File: src/hdl/poi_pkg.sv
`default_nettype none

package poi_pkg;

  localparam int HEADING_BITS_DEF = 24;
  localparam int CORDIC_STEPS_DEF = 16;

  // arctangent table depth and its index width
  localparam int ATAN_LEN   = 24;
  localparam int ATAN_IDX_W = $clog2(ATAN_LEN);

  // cordic datapath width, Q2.30 with headroom
  localparam int CORDIC_W = 34;
  localparam logic signed [CORDIC_W-1:0] CORDIC_START = 34'sd652032874;

  // shared multiplier operand widths
  localparam int MUL_A_W = 35;
  localparam int MUL_B_W = 18;
  localparam int MUL_P_W = MUL_A_W + MUL_B_W;

  // round(2^32 / (4 pi)), split into two 15 bit halves for the multiplier
  localparam longint INV_4PI_Q32 = 341782638;
  localparam logic [14:0] INV_4PI_LO = 15'(INV_4PI_Q32 % 32768);
  localparam logic [14:0] INV_4PI_HI = 15'(INV_4PI_Q32 / 32768);

  localparam logic [15:0]        STEP_TIME_RST = 16'd2621;
  localparam logic signed [31:0] ALTITUDE_RST  = 32'sd131072;

  localparam int CFG_IDX_W = 1;
  localparam logic [CFG_IDX_W-1:0] REG_STEP_TIME = 1'b0;
  localparam logic [CFG_IDX_W-1:0] REG_ALTITUDE  = 1'b1;

  typedef enum logic [4:0] {
    ST_IDLE,
    ST_ROT1,
    ST_P0, ST_P1, ST_P2, ST_P3, ST_P4, ST_P5, ST_P6, ST_P7,
    ST_H0, ST_H1, ST_H2, ST_H3, ST_H4, ST_H5, ST_H6,
    ST_ROT2,
    ST_FIN
  } state_t;

  typedef struct packed {
    logic signed [15:0] speed_forward;
    logic signed [15:0] speed_lateral;
    logic signed [15:0] yaw_rate;
  } in_t;

  typedef struct packed {
    logic signed [31:0] position_x;
    logic signed [31:0] position_y;
    logic signed [31:0] position_z;
    logic signed [15:0] quat_z;
    logic signed [15:0] quat_w;
  } out_t;

  typedef struct packed {
    logic        start;
    logic [31:0] phase;
  } cordic_req_t;

  typedef struct packed {
    logic                       done;
    logic signed [CORDIC_W-1:0] sin;
    logic signed [CORDIC_W-1:0] cos;
  } cordic_rsp_t;

  // arctangent of 2^-i in 32 bit turns, truncated
  function automatic logic [31:0] atan_turn(input logic [ATAN_IDX_W-1:0] idx);
    logic [31:0] r;
    case (idx)
      5'd0:    r = 32'h20000000;
      5'd1:    r = 32'h12E4051E;
      5'd2:    r = 32'h09FB385B;
      5'd3:    r = 32'h051111D4;
      5'd4:    r = 32'h028B0D43;
      5'd5:    r = 32'h0145D7E1;
      5'd6:    r = 32'h00A2F61E;
      5'd7:    r = 32'h00517C55;
      5'd8:    r = 32'h0028BE53;
      5'd9:    r = 32'h00145F2F;
      5'd10:   r = 32'h000A2F98;
      5'd11:   r = 32'h000517CC;
      5'd12:   r = 32'h00028BE6;
      5'd13:   r = 32'h000145F3;
      5'd14:   r = 32'h0000A2F9;
      5'd15:   r = 32'h0000517C;
      5'd16:   r = 32'h000028BE;
      5'd17:   r = 32'h0000145F;
      5'd18:   r = 32'h00000A2F;
      5'd19:   r = 32'h00000517;
      5'd20:   r = 32'h0000028B;
      5'd21:   r = 32'h00000145;
      5'd22:   r = 32'h000000A2;
      5'd23:   r = 32'h00000051;
      default: r = 32'h00000000;
    endcase
    return r;
  endfunction

endpackage

`default_nettype wire

File: src/hdl/poi_mul.sv
`default_nettype none

module poi_mul (
  input  wire logic                                  clk,
  input  wire logic signed [poi_pkg::MUL_A_W-1:0]    a,
  input  wire logic signed [poi_pkg::MUL_B_W-1:0]    b,
  output logic signed      [poi_pkg::MUL_P_W-1:0]    prod
);

  always_ff @(posedge clk) begin
    prod <= a * b;
  end

endmodule

`default_nettype wire

File: src/hdl/poi_cordic.sv
`default_nettype none

module poi_cordic #(
  parameter int STEPS = poi_pkg::CORDIC_STEPS_DEF
) (
  input  wire logic                clk,
  input  wire logic                rst,
  input  wire poi_pkg::cordic_req_t req,
  output poi_pkg::cordic_rsp_t      rsp
);

  localparam int W     = poi_pkg::CORDIC_W;
  localparam int CNT_W = $clog2(STEPS);
  localparam logic [CNT_W-1:0] LAST = CNT_W'(STEPS - 1);

  logic signed [W-1:0] x;
  logic signed [W-1:0] y;
  logic signed [W-1:0] z;
  logic [CNT_W-1:0]    cnt;
  logic                flip;
  logic                busy;
  logic                done;

  logic signed [W-1:0] xs;
  logic signed [W-1:0] ys;
  logic signed [W-1:0] at;
  logic signed [W-1:0] x_next;
  logic signed [W-1:0] y_next;
  logic signed [W-1:0] z_next;
  logic [31:0]         start_phase;

  always_comb begin
    xs = x >>> cnt;
    ys = y >>> cnt;
    at = W'(poi_pkg::atan_turn(poi_pkg::ATAN_IDX_W'(cnt)));
    if (z[W-1]) begin
      x_next = x + ys;
      y_next = y - xs;
      z_next = z + at;
    end else begin
      x_next = x - ys;
      y_next = y + xs;
      z_next = z - at;
    end
    // second and third quadrants are turned by pi first
    start_phase = (req.phase[31] ^ req.phase[30]) ?
                  {~req.phase[31], req.phase[30:0]} : req.phase;
  end

  always_ff @(posedge clk) begin
    if (rst) begin
      busy <= 1'b0;
      done <= 1'b0;
    end else begin
      done <= busy && !req.start && (cnt == LAST);
      if (req.start) begin
        busy <= 1'b1;
        cnt  <= '0;
      end else if (busy) begin
        cnt <= cnt + 1'b1;
        if (cnt == LAST) begin
          busy <= 1'b0;
        end
      end
    end
  end

  always_ff @(posedge clk) begin
    if (req.start) begin
      x    <= poi_pkg::CORDIC_START;
      y    <= '0;
      z    <= W'($signed(start_phase));
      flip <= req.phase[31] ^ req.phase[30];
    end else if (busy) begin
      x <= x_next;
      y <= y_next;
      z <= z_next;
    end
  end

  assign rsp.done = done;
  assign rsp.sin  = flip ? -y : y;
  assign rsp.cos  = flip ? -x : x;

endmodule

`default_nettype wire

File: src/hdl/planar_odometry_integrator.sv
`default_nettype none

// Planar dead-reckoning integrator. Each velocity command (forward and lateral
// speed in Q8.8 m/s, yaw rate in Q4.12 rad/s) is rotated by the current
// heading, scaled by step_time and added to the saturating Q16.16 x and y
// positions; the heading (one 4*pi wrap over 2^HEADING_BITS codes) then
// advances by step_time * yaw_rate. Each command yields one beat with x, y,
// the altitude register and the yaw quaternion (z = sin, w = cos of half the
// new heading, Q1.14). For each command an iterative CORDIC runs once on the
// old heading and once on half the new one, and a single 35x18 multiplier is
// stepped through the eleven products in between. in_ready is high only while
// the sequencer is idle; the result sits in an output register, so the next
// command is taken while a result still waits on out_ready.
module planar_odometry_integrator #(
  parameter int HEADING_BITS = poi_pkg::HEADING_BITS_DEF,
  parameter int CORDIC_STEPS = poi_pkg::CORDIC_STEPS_DEF
) (
  input  wire logic                             clk,
  input  wire logic                             rst,
  input  wire logic                             in_valid,
  output logic                                  in_ready,
  input  wire poi_pkg::in_t                     in_data,
  output logic                                  out_valid,
  input  wire logic                             out_ready,
  output poi_pkg::out_t                         out_data,
  input  wire logic                             cfg_we,
  input  wire logic [poi_pkg::CFG_IDX_W-1:0]    cfg_index,
  input  wire logic [31:0]                      cfg_data
);

  localparam int CW  = poi_pkg::CORDIC_W;
  localparam int AW  = poi_pkg::MUL_A_W;
  localparam int BW  = poi_pkg::MUL_B_W;
  localparam int PW  = poi_pkg::MUL_P_W;
  localparam int SH  = 60 - HEADING_BITS;
  localparam int RW  = (HEADING_BITS > 26) ? HEADING_BITS : 26;
  localparam int QW  = CW - 16;

  poi_pkg::state_t state;
  poi_pkg::state_t state_next;

  // configuration and pose
  logic [15:0]             step_time;
  logic signed [31:0]      altitude;
  logic signed [31:0]      pos_x;
  logic signed [31:0]      pos_y;
  logic [HEADING_BITS-1:0] heading;

  // working registers
  logic signed [15:0]    vx;
  logic signed [15:0]    vy;
  logic signed [15:0]    vw;
  logic signed [CW-1:0]  sn;
  logic signed [CW-1:0]  cs;
  logic                  axis;
  logic signed [63:0]    acc;
  logic signed [47:0]    tmp;
  logic signed [31:0]    hrate;
  logic signed [RW-1:0]  rnd;

  logic signed [AW-1:0]  mul_a;
  logic signed [BW-1:0]  mul_b;
  logic signed [PW-1:0]  prod;

  poi_pkg::cordic_req_t  creq;
  poi_pkg::cordic_rsp_t  crsp;

  logic                  load;
  logic [32:0]           head_ext;
  logic signed [63:0]    round_half;
  logic signed [63:0]    round_sum;
  logic signed [32:0]    pos_sum;
  logic signed [31:0]    pos_sat;

  poi_mul u_mul (
    .clk  (clk),
    .a    (mul_a),
    .b    (mul_b),
    .prod (prod)
  );

  poi_cordic #(
    .STEPS (CORDIC_STEPS)
  ) u_cordic (
    .clk (clk),
    .rst (rst),
    .req (creq),
    .rsp (crsp)
  );

  // round half away from zero: add half, less one for negative values
  function automatic logic signed [15:0] quat_q14(input logic signed [CW-1:0] v);
    logic signed [CW-1:0] s;
    logic signed [QW-1:0] r;
    s = v + CW'(32768) - CW'(v[CW-1]);
    r = QW'(s >>> 16);
    if (r > QW'(16384)) begin
      return 16'sd16384;
    end else if (r < -QW'(16384)) begin
      return -16'sd16384;
    end
    return 16'(r);
  endfunction

  always_ff @(posedge clk) begin
    if (rst) begin
      state <= poi_pkg::ST_IDLE;
    end else begin
      state <= state_next;
    end
  end

  always_comb begin
    state_next = state;
    in_ready   = 1'b0;
    load       = 1'b0;
    mul_a      = '0;
    mul_b      = '0;
    head_ext   = 33'(heading);
    creq.start = 1'b0;
    creq.phase = 32'(head_ext << (33 - HEADING_BITS));
    case (state)
      poi_pkg::ST_IDLE: begin
        in_ready = 1'b1;
        if (in_valid) begin
          creq.start = 1'b1;
          state_next = poi_pkg::ST_ROT1;
        end
      end
      poi_pkg::ST_ROT1: begin
        if (crsp.done) begin
          state_next = poi_pkg::ST_P0;
        end
      end
      poi_pkg::ST_P0: begin
        mul_a      = AW'(axis ? sn : cs);
        mul_b      = BW'(vx);
        state_next = poi_pkg::ST_P1;
      end
      poi_pkg::ST_P1: begin
        mul_a      = AW'(axis ? cs : sn);
        mul_b      = BW'(vy);
        state_next = poi_pkg::ST_P2;
      end
      poi_pkg::ST_P2: begin
        state_next = poi_pkg::ST_P3;
      end
      poi_pkg::ST_P3: begin
        // low half of the rotated sum times step_time
        mul_a      = AW'(acc[23:0]);
        mul_b      = BW'(step_time);
        state_next = poi_pkg::ST_P4;
      end
      poi_pkg::ST_P4: begin
        mul_a      = AW'($signed(acc[47:24]));
        mul_b      = BW'(step_time);
        state_next = poi_pkg::ST_P5;
      end
      poi_pkg::ST_P5: begin
        state_next = poi_pkg::ST_P6;
      end
      poi_pkg::ST_P6: begin
        state_next = poi_pkg::ST_P7;
      end
      poi_pkg::ST_P7: begin
        state_next = axis ? poi_pkg::ST_H0 : poi_pkg::ST_P0;
      end
      poi_pkg::ST_H0: begin
        mul_a      = AW'(step_time);
        mul_b      = BW'(vw);
        state_next = poi_pkg::ST_H1;
      end
      poi_pkg::ST_H1: begin
        mul_a      = AW'($signed(prod[31:0]));
        mul_b      = BW'(poi_pkg::INV_4PI_LO);
        state_next = poi_pkg::ST_H2;
      end
      poi_pkg::ST_H2: begin
        mul_a      = AW'(hrate);
        mul_b      = BW'(poi_pkg::INV_4PI_HI);
        state_next = poi_pkg::ST_H3;
      end
      poi_pkg::ST_H3: begin
        state_next = poi_pkg::ST_H4;
      end
      poi_pkg::ST_H4: begin
        state_next = poi_pkg::ST_H5;
      end
      poi_pkg::ST_H5: begin
        state_next = poi_pkg::ST_H6;
      end
      poi_pkg::ST_H6: begin
        // half of the new heading
        creq.start = 1'b1;
        creq.phase = 32'(head_ext << (32 - HEADING_BITS));
        state_next = poi_pkg::ST_ROT2;
      end
      poi_pkg::ST_ROT2: begin
        if (crsp.done) begin
          state_next = poi_pkg::ST_FIN;
        end
      end
      poi_pkg::ST_FIN: begin
        if (!out_valid || out_ready) begin
          load       = 1'b1;
          state_next = poi_pkg::ST_IDLE;
        end
      end
      default: begin
        state_next = poi_pkg::ST_IDLE;
      end
    endcase
  end

  // shared rounder and position saturation
  always_comb begin
    round_half = (state == poi_pkg::ST_P6) ? (64'sd1 <<< 37) : (64'sd1 <<< (SH - 1));
    round_sum  = acc + round_half - 64'(acc[63]);
    pos_sum    = 33'(axis ? pos_y : pos_x) + 33'($signed(rnd[25:0]));
    if (pos_sum[32] != pos_sum[31]) begin
      pos_sat = pos_sum[32] ? 32'sh80000000 : 32'sh7FFFFFFF;
    end else begin
      pos_sat = pos_sum[31:0];
    end
  end

  always_ff @(posedge clk) begin
    if (rst) begin
      step_time <= poi_pkg::STEP_TIME_RST;
      altitude  <= poi_pkg::ALTITUDE_RST;
      pos_x     <= '0;
      pos_y     <= '0;
      heading   <= '0;
      out_valid <= 1'b0;
    end else begin
      if (cfg_we) begin
        case (cfg_index)
          poi_pkg::REG_STEP_TIME: step_time <= cfg_data[15:0];
          poi_pkg::REG_ALTITUDE:  altitude  <= $signed(cfg_data);
          default: ;
        endcase
      end
      if (state == poi_pkg::ST_P7) begin
        if (axis) begin
          pos_y <= pos_sat;
        end else begin
          pos_x <= pos_sat;
        end
      end
      if (state == poi_pkg::ST_H5) begin
        heading <= heading + rnd[HEADING_BITS-1:0];
      end
      if (load) begin
        out_valid <= 1'b1;
      end else if (out_valid && out_ready) begin
        out_valid <= 1'b0;
      end
    end
  end

  always_ff @(posedge clk) begin
    case (state)
      poi_pkg::ST_IDLE: begin
        if (in_valid) begin
          vx   <= in_data.speed_forward;
          vy   <= in_data.speed_lateral;
          vw   <= in_data.yaw_rate;
          axis <= 1'b0;
        end
      end
      poi_pkg::ST_ROT1, poi_pkg::ST_ROT2: begin
        if (crsp.done) begin
          sn <= crsp.sin;
          cs <= crsp.cos;
        end
      end
      poi_pkg::ST_P1: acc <= 64'(prod);
      poi_pkg::ST_P2: acc <= axis ? acc + 64'(prod) : acc - 64'(prod);
      poi_pkg::ST_P4: tmp <= prod[47:0];
      poi_pkg::ST_P5: acc <= (64'(prod) <<< 24) + 64'(tmp);
      poi_pkg::ST_P6: rnd <= RW'(round_sum >>> 38);
      poi_pkg::ST_P7: axis <= ~axis;
      poi_pkg::ST_H1: hrate <= $signed(prod[31:0]);
      poi_pkg::ST_H2: tmp <= prod[47:0];
      poi_pkg::ST_H3: acc <= (64'(prod) <<< 15) + 64'(tmp);
      poi_pkg::ST_H4: rnd <= RW'(round_sum >>> SH);
      poi_pkg::ST_FIN: begin
        if (load) begin
          out_data.position_x <= pos_x;
          out_data.position_y <= pos_y;
          out_data.position_z <= altitude;
          out_data.quat_z     <= quat_q14(sn);
          out_data.quat_w     <= quat_q14(cs);
        end
      end
      default: ;
    endcase
  end

endmodule

`default_nettype wire

File: config.mk
export PLATFORM = sky130hd
export DESIGN_NAME = planar_odometry_integrator
export DESIGN_NICKNAME = d
export VERILOG_FILES = /design/src/hdl/poi_pkg.sv /design/src/hdl/poi_mul.sv /design/src/hdl/poi_cordic.sv /design/src/hdl/planar_odometry_integrator.sv
export SDC_FILE = /design/constraint.sdc
export NUM_CORES = 2
export LEC_CHECK = 0
export BUFFER_PORTS_ARGS = -buffer_cell sky130_fd_sc_hd__buf_2
export CAP_MARGIN = 20
export CELL_PAD_IN_SITES_DETAIL_PLACEMENT = 1
export CELL_PAD_IN_SITES_GLOBAL_PLACEMENT = 1
export CORE_ASPECT_RATIO = 1.25
export CORE_MARGIN = 4
export CORE_UTILIZATION = 51
export CTS_BUF_LIST = sky130_fd_sc_hd__clkbuf_4
export DETAILED_ROUTE_END_ITERATION = 6
export PLACE_DENSITY = 0.87
export SYNTH_ARGS = -nofsm -noshare
export SYNTH_HDL_FRONTEND = slang
export SYNTH_SLANG_ARGS = --single-unit
File: constraint.sdc
create_clock -name clk -period 12.7 [get_ports clk]
set_input_delay 3.81 -clock clk [delete_from_list [all_inputs] [get_ports clk]]
set_output_delay 3.81 -clock clk [all_outputs]
set_load 0.05 [all_outputs]
Word-level counts from Yosys, hierarchy flattened

Memories as Yosys holds them, arrays and structs flattened. A register that Yosys moved wholly into a read port is not among the register bits.
Cells that the tools add are included.

Output and inout port bits: 130
Register bits: 719
Memories: 1
Memory bits (writable): 0
Memory bits (read-only): 480
Latch bits: 0
Bits of input ports: 86

Memories:

| name             | words | bits a word | rd ports | clocked after Yosys merged registers in | write ports | line          | source |
|---|---|---|---|---|---|---|---|
| (name not given) | 16    | 30          | 1        | 1                                       | 0           | poi_pkg.sv:70 | `case (idx)` |

Order comparisons: 4
$add $sub $neg: 21
Reduce and logical (&&, ||, !) cells: 25
Eq/ne operators: 24
Divide/modulo/power cells: 0
$mul: 1
Muxes and demuxes: 55
Bitwise logic cells: 5
Shift-type cells: 2

Operator list:

| operator                                            | count |
|---|---|
| one-hot mux 64 bit (4 select lines)                 | 1 |
| one-hot mux 35 bit (7 select lines)                 | 1 |
| 2-to-1 mux 34 bit                                   | 7 |
| adder 64 x 48 -> 64 bit                             | 2 |
| 2-to-1 mux 32 bit                                   | 4 |
| one-hot mux 18 bit (6 select lines)                 | 1 |
| 2-to-1 mux 16 bit                                   | 6 |
| one-hot mux 5 bit (19 select lines)                 | 1 |
| 2-to-1 mux 35 bit                                   | 2 |
| adder 34 x 16 -> 34 bit, second input constant      | 2 |
| adder 34 bit                                        | 2 |
| negator 34 bit                                      | 2 |
| >>> shifter 34 x 4 -> 34 bit                        | 2 |
| subtractor 34 x 1 -> 34 bit                         | 2 |
| subtractor 34 bit                                   | 2 |
| adder 64 x 38 -> 64 bit                             | 1 |
| adder 64 x 53 -> 64 bit                             | 1 |
| 2-to-1 mux 64 bit                                   | 1 |
| subtractor 64 x 1 -> 64 bit                         | 1 |
| subtractor 64 x 53 -> 64 bit                        | 1 |
| multiplier 35 x 18 -> 53 bit                        | 1 |
| one-hot mux 26 bit (2 select lines)                 | 1 |
| equality test 5 x 4 -> 1 bit, second input constant | 8 |
| 2-to-1 mux 38 bit                                   | 1 |
| other kinds (31)                                    | 84 |

Depth between registers and ports, before layout

Word-level depth: 8
Mapped depth: 38

Cells and area by module

A second synthesis with hierarchy kept.

Cells, all modules: 8973
Area total of the unflattened synthesis: 80081.8 µm²

Modules (own cells, without submodules):

| module                     | area each (µm²) | seq. area each (µm²) | instances | cells each |
|---|---|---|---|---|
| planar_odometry_integrator | 39561.7         | 15304.7              | 1         | 4264 |
| poi_mul                    | 22663.0         | 1061.0               | 1         | 2487 |
| poi_cordic                 | 17857.1         | 3173.0               | 1         | 2222 |

Worst setup path before layout

OpenSTA, ideal clock, no wires.

Kind: in2reg
From: in out_ready
To: reg out_data[0] (netlist name) (enable)
Setup time: 0.630 ns
Arrival: 9.576 ns
Path slack: 2.494 ns
Stages on the path: 2
Path through: nand2b_1 > nor2b_1

Cells in the longest elaborated chain, start to end: 4

RTL lines:

| element                              | line                              | source |
|---|---|---|
| from (decl)                          | planar_odometry_integrator.sv:24  | `input wire logic out_ready,` |
| logical OR 1 bit                     | planar_odometry_integrator.sv:204 | `if (!out_valid \|\| out_ready) begin` |
| 2-to-1 mux 1 bit                     | planar_odometry_integrator.sv:204 |  |
| 2-to-1 mux 1 bit                     | planar_odometry_integrator.sv:122 | `case (state)` |
| net load                             | planar_odometry_integrator.sv:68  | `logic load;` |
| AND reduction 2 bit (no source line) | --                                |  |
| to (decl)                            | planar_odometry_integrator.sv:25  | `output poi_pkg::out_t out_data,` |

The timed path passes the listed nets, and every way through them passes these cells.
A chain may end at the register's enable or synchronous reset.

Final worst setup path

From: reg state[1]
To: reg u_mul.prod[52] (netlist name)

Cells in the longest elaborated chain, start to end: 4
Elaborated cells on any way between the ends: 11
Those cells by class: 1 x mul; 7 x eq/ne; 2 x mux; 1 x reduce/logical

RTL lines:

| element                             | line                              | source |
|---|---|---|
| from (decl)                         | planar_odometry_integrator.sv:39  | `poi_pkg::state_t state;` |
| from (signal assigned)              | planar_odometry_integrator.sv:107 | `state <= poi_pkg::ST_IDLE;` |
| from (signal assigned)              | planar_odometry_integrator.sv:109 | `state <= state_next;` |
| equality test 5 x 3 -> 1 bit        | planar_odometry_integrator.sv:122 |  |
| OR reduction 2 bit (no source line) | --                                |  |
| one-hot mux 18 bit (6 select lines) | planar_odometry_integrator.sv:122 |  |
| multiplier 35 x 18 -> 53 bit (*)    | poi_mul.sv:11                     | `prod <= a * b;` |
| to (signal assigned)                | poi_mul.sv:11                     |  |
| to (decl)                           | poi_mul.sv:7                      | `output logic signed [poi_pkg::MUL_P_W-1:0] prod` |

Mark *: on every way between the ends. The rest lies on a longest branch, timed or not.

==> out/qor.csv <==
stage,metric,value,unit
die,pin_count,216,
die,initial_utilization,51.4,%
timing,fin_skew,0.0967,ns
worst_setup_path,slowest_delay,0.93,ns
worst_setup_path,cp-start-kind,register,
clock_tree,cts_tree,yes,
logic_synthesis,ys_warn_count,0,
global_route,grt_overflow,0,
die,dieWidth,358,um
logic_synthesis,ys.flop_type,edfxtp_1,
drt,vias,71700,
finish,final-seq-area,19500,um2
logic_synthesis,ys_seq_area_share,25.0,%
logic_synthesis,synth_fa_ha_area_share,24.4,%
clock_tree,postCtsSetupRepairBufs,0,
global_route,grt_pass1_wl,454,mm
logic_synthesis,syn_area,78300,um2
hold_path,hold_path_class,register to register,
clock_tree,hold_buffers,0,
timing,max_slew_margin,4.82,%
drt,drtAntennaViolNets,0,
logic_synthesis,synth_fp_nets,10200,
logic_synthesis,syn-instance-count,8968,
worst_setup_path,required,13.86,ns
drt,wl_per_cell,26.8,um
clock_tree,cts.root.buffer_cell,clkbuf_4,
drt,drc,3,
die,core-area,152000,um2
timing,post-route-period-util,83.0,%
timing,clock.fmax,94.9,MHz
worst_setup_path,crit_type,register to register,
die,die_area,160000,um2
global_route,track_usage,37.3,%
clock_tree,clk_pin_slew,0.07,ns
logic_synthesis,synth-simple-area-share,15.1,%
timing,hold_violations,0,
die,die_h,446,um
drt,wl,302,mm
clock_tree,cts-buffers-inserted,203,
pwr,power_density,163,nW/um2
finish,fill_cells,18100,
worst_setup_path,end_kind,register,
pwr,leakage,37.4,nW
finish,layout_common_cells,"1035 x nand2_1, 980 x inv_1, 828 x nor2_1",
clock_tree,clkSinkCount,749,
timing,rsz0062_at_grt,false,
logic_synthesis,synth_xor_area_share,6.47,%
timing,min_period,10.54,ns
finish,multi_input_area,53400,um2
worst_setup_path,cpMostUsedCell,fa_1,
logic_synthesis,synth_area_per_cell,8.73,um2
pwr,power.total,13.7,mW
drt,viasPerCell,6.36,
clock_tree,cts_max_level,4,
place,hpwl,230,mm
clock_tree,cts_resized,0,
logic_synthesis,yosysUniqueCellTypes,104,
worst_setup_path,crit_family,adder cells,
logic_synthesis,synth.area.mux_share,4.65,%
place,io_buffers,215,
timing,setup_violations,0,
worst_setup_path,path_buf_inv,6,
worst_setup_path,critPathMaxFanout,30,
drt,dr.pass1.iters,7,
clock_tree,clk_latency,1.35,ns
worst_setup_path,worstPathArrival,11.70,ns
die,placementRows,160,
logic_synthesis,synth-seq-cells,749,
logic_synthesis,synth-compound-area-share,17.4,%
finish,final_common_cell,nand2_1,
global_route,grt_max_degree,100,
global_route,grt_pass1_vias,77300,
logic_synthesis,synth_edf_count,454,
finish,area_delta_synth_final,7.29,%
global_route,antenna_found_initial,28,
timing,slew_viol_final,0,
timing,whs,0.420,ns
logic_synthesis,synth_top_family_by_area,adder cells,
finish,nNetsFinal,10300,
outcome,violations,DRC,
finish,drive_above_1_share,9.45,%
drt,drt_iter0_drc,6034,
worst_setup_path,slowest_stage,nor2_4,
finish,fin_cells,11300,
outcome,status,"finished, violations left",
pwr,ir_drop,226,uV
timing,setup_tns,0,ns
logic_synthesis,async_reset_ff_share,0,%
timing,worst_pin_slew,1.43,ns
clock_tree,max-clock-path-buffers,3,
flow_run,maxCapViolCount,0,
place,gp_congestion,0.993,
place,dpl.cell_count,10900,
## report_power, final
part           switching (mW)  total, mW  internal [mW]
clock                    1.25       2.37           1.13
sequential              0.521       3.48           2.96
combinational            4.69       7.86           3.16
total                    6.46       13.7           7.25
## stage by stage
stage	worst slack, ns	instance area, um2	util (%)
5_1_grt	1.71	84000	55.1
3_3_place_gp	2.84	81200	53.3
6_report	2.16	84000	55.1
3_5_place_dp	2.54	81200	53.3
2_1_floorplan	2.49	78300	-
4_1_cts	2.47	83900	55.1
## synthesized netlist by cell type (73+ instances only)
| cell type | count | share of area, % |
|---|---|---|
| xor2_1 | 237 | 2.7 |
| nand2b_1 | 75 | 0.60 |
| a21oi_1 | 660 | 4.2 |
| edfxtp_1 | 454 | 17 |
| nand3_1 | 136 | 0.87 |
| ha_1 | 563 | 9.0 |
| nand4_1 | 73 | 0.58 |
| nor3_1 | 133 | 0.85 |
| a21o_1 | 257 | 2.5 |
| xnor2_1 | 337 | 3.8 |
| fa_1 | 599 | 15 |
| o21a_1 | 78 | 0.75 |
| inv_1 | 982 | 4.7 |
| nor2_1 | 838 | 4.0 |
| o21ai_0 | 401 | 2.6 |
| mux2i_1 | 130 | 1.7 |
| nor2b_1 | 78 | 0.62 |
| a211oi_1 | 89 | 0.85 |
| nand2_1 | 1036 | 5.0 |
| clkbuf_1 | 383 | 1.8 |
| dfxtp_1 | 295 | 7.5 |
## routing by layer
| layer | up-vias | track usage, % | share of wire [%] |
|---|---|---|---|
| met5 | - | 0 | 0.052 |
| li1 | 31300 | - | - |
| met2 | 3262 | 62.3 | 48 |
| met3 | 1418 | 9.58 | 7.9 |
| met1 | 35700 | 39.1 | 34 |
| met4 | 22 | 31.5 | 10 |
## final timing paths
check                             startpoint  slack [ns]  depth (start not counted)              to
worst max-delay path                state[1]        2.16                         30  u_mul.prod[52]
worst min-delay path            altitude[15]        0.42                          0    out_data[47]
worst max register to register      state[1]        2.16                         30  u_mul.prod[52]
worst min register to register  altitude[15]        0.42                          0    out_data[47]
## layout make-up
type / count / share of cell area, %
Clock inverter: 88 / 0.635
Antenna cell: 19 / 0.0566
Timing Repair Buffer: 339 / 2.44
Clock buffer: 291 / 2.60
Multi-Input combinational cell: 6790 / 63.6
Sequential cell: 749 / 23.3
Inverter: 984 / 4.40
Tap cell: 2025 / 3.02
## registers in the layout (all words and copies together), names as in the netlist, 34 cells and up
name	count
u_cordic.x	34
acc	64
cs	34
out_data	128
tmp	48
u_cordic.z	34
u_mul.prod	53
sn	34
u_cordic.y	34
## logic make-up after synthesis
kind of cell / after synthesis
xor gates and xnor gates: 576
adders and majority gates: 1168
buffers and inverters: 1429
DFF: 749
and+or+nand+nor: 2668
AOI/OAI and AO/OA: 2115
muxes: 263
No activity file was read; power rests on OpenSTA's default activity.
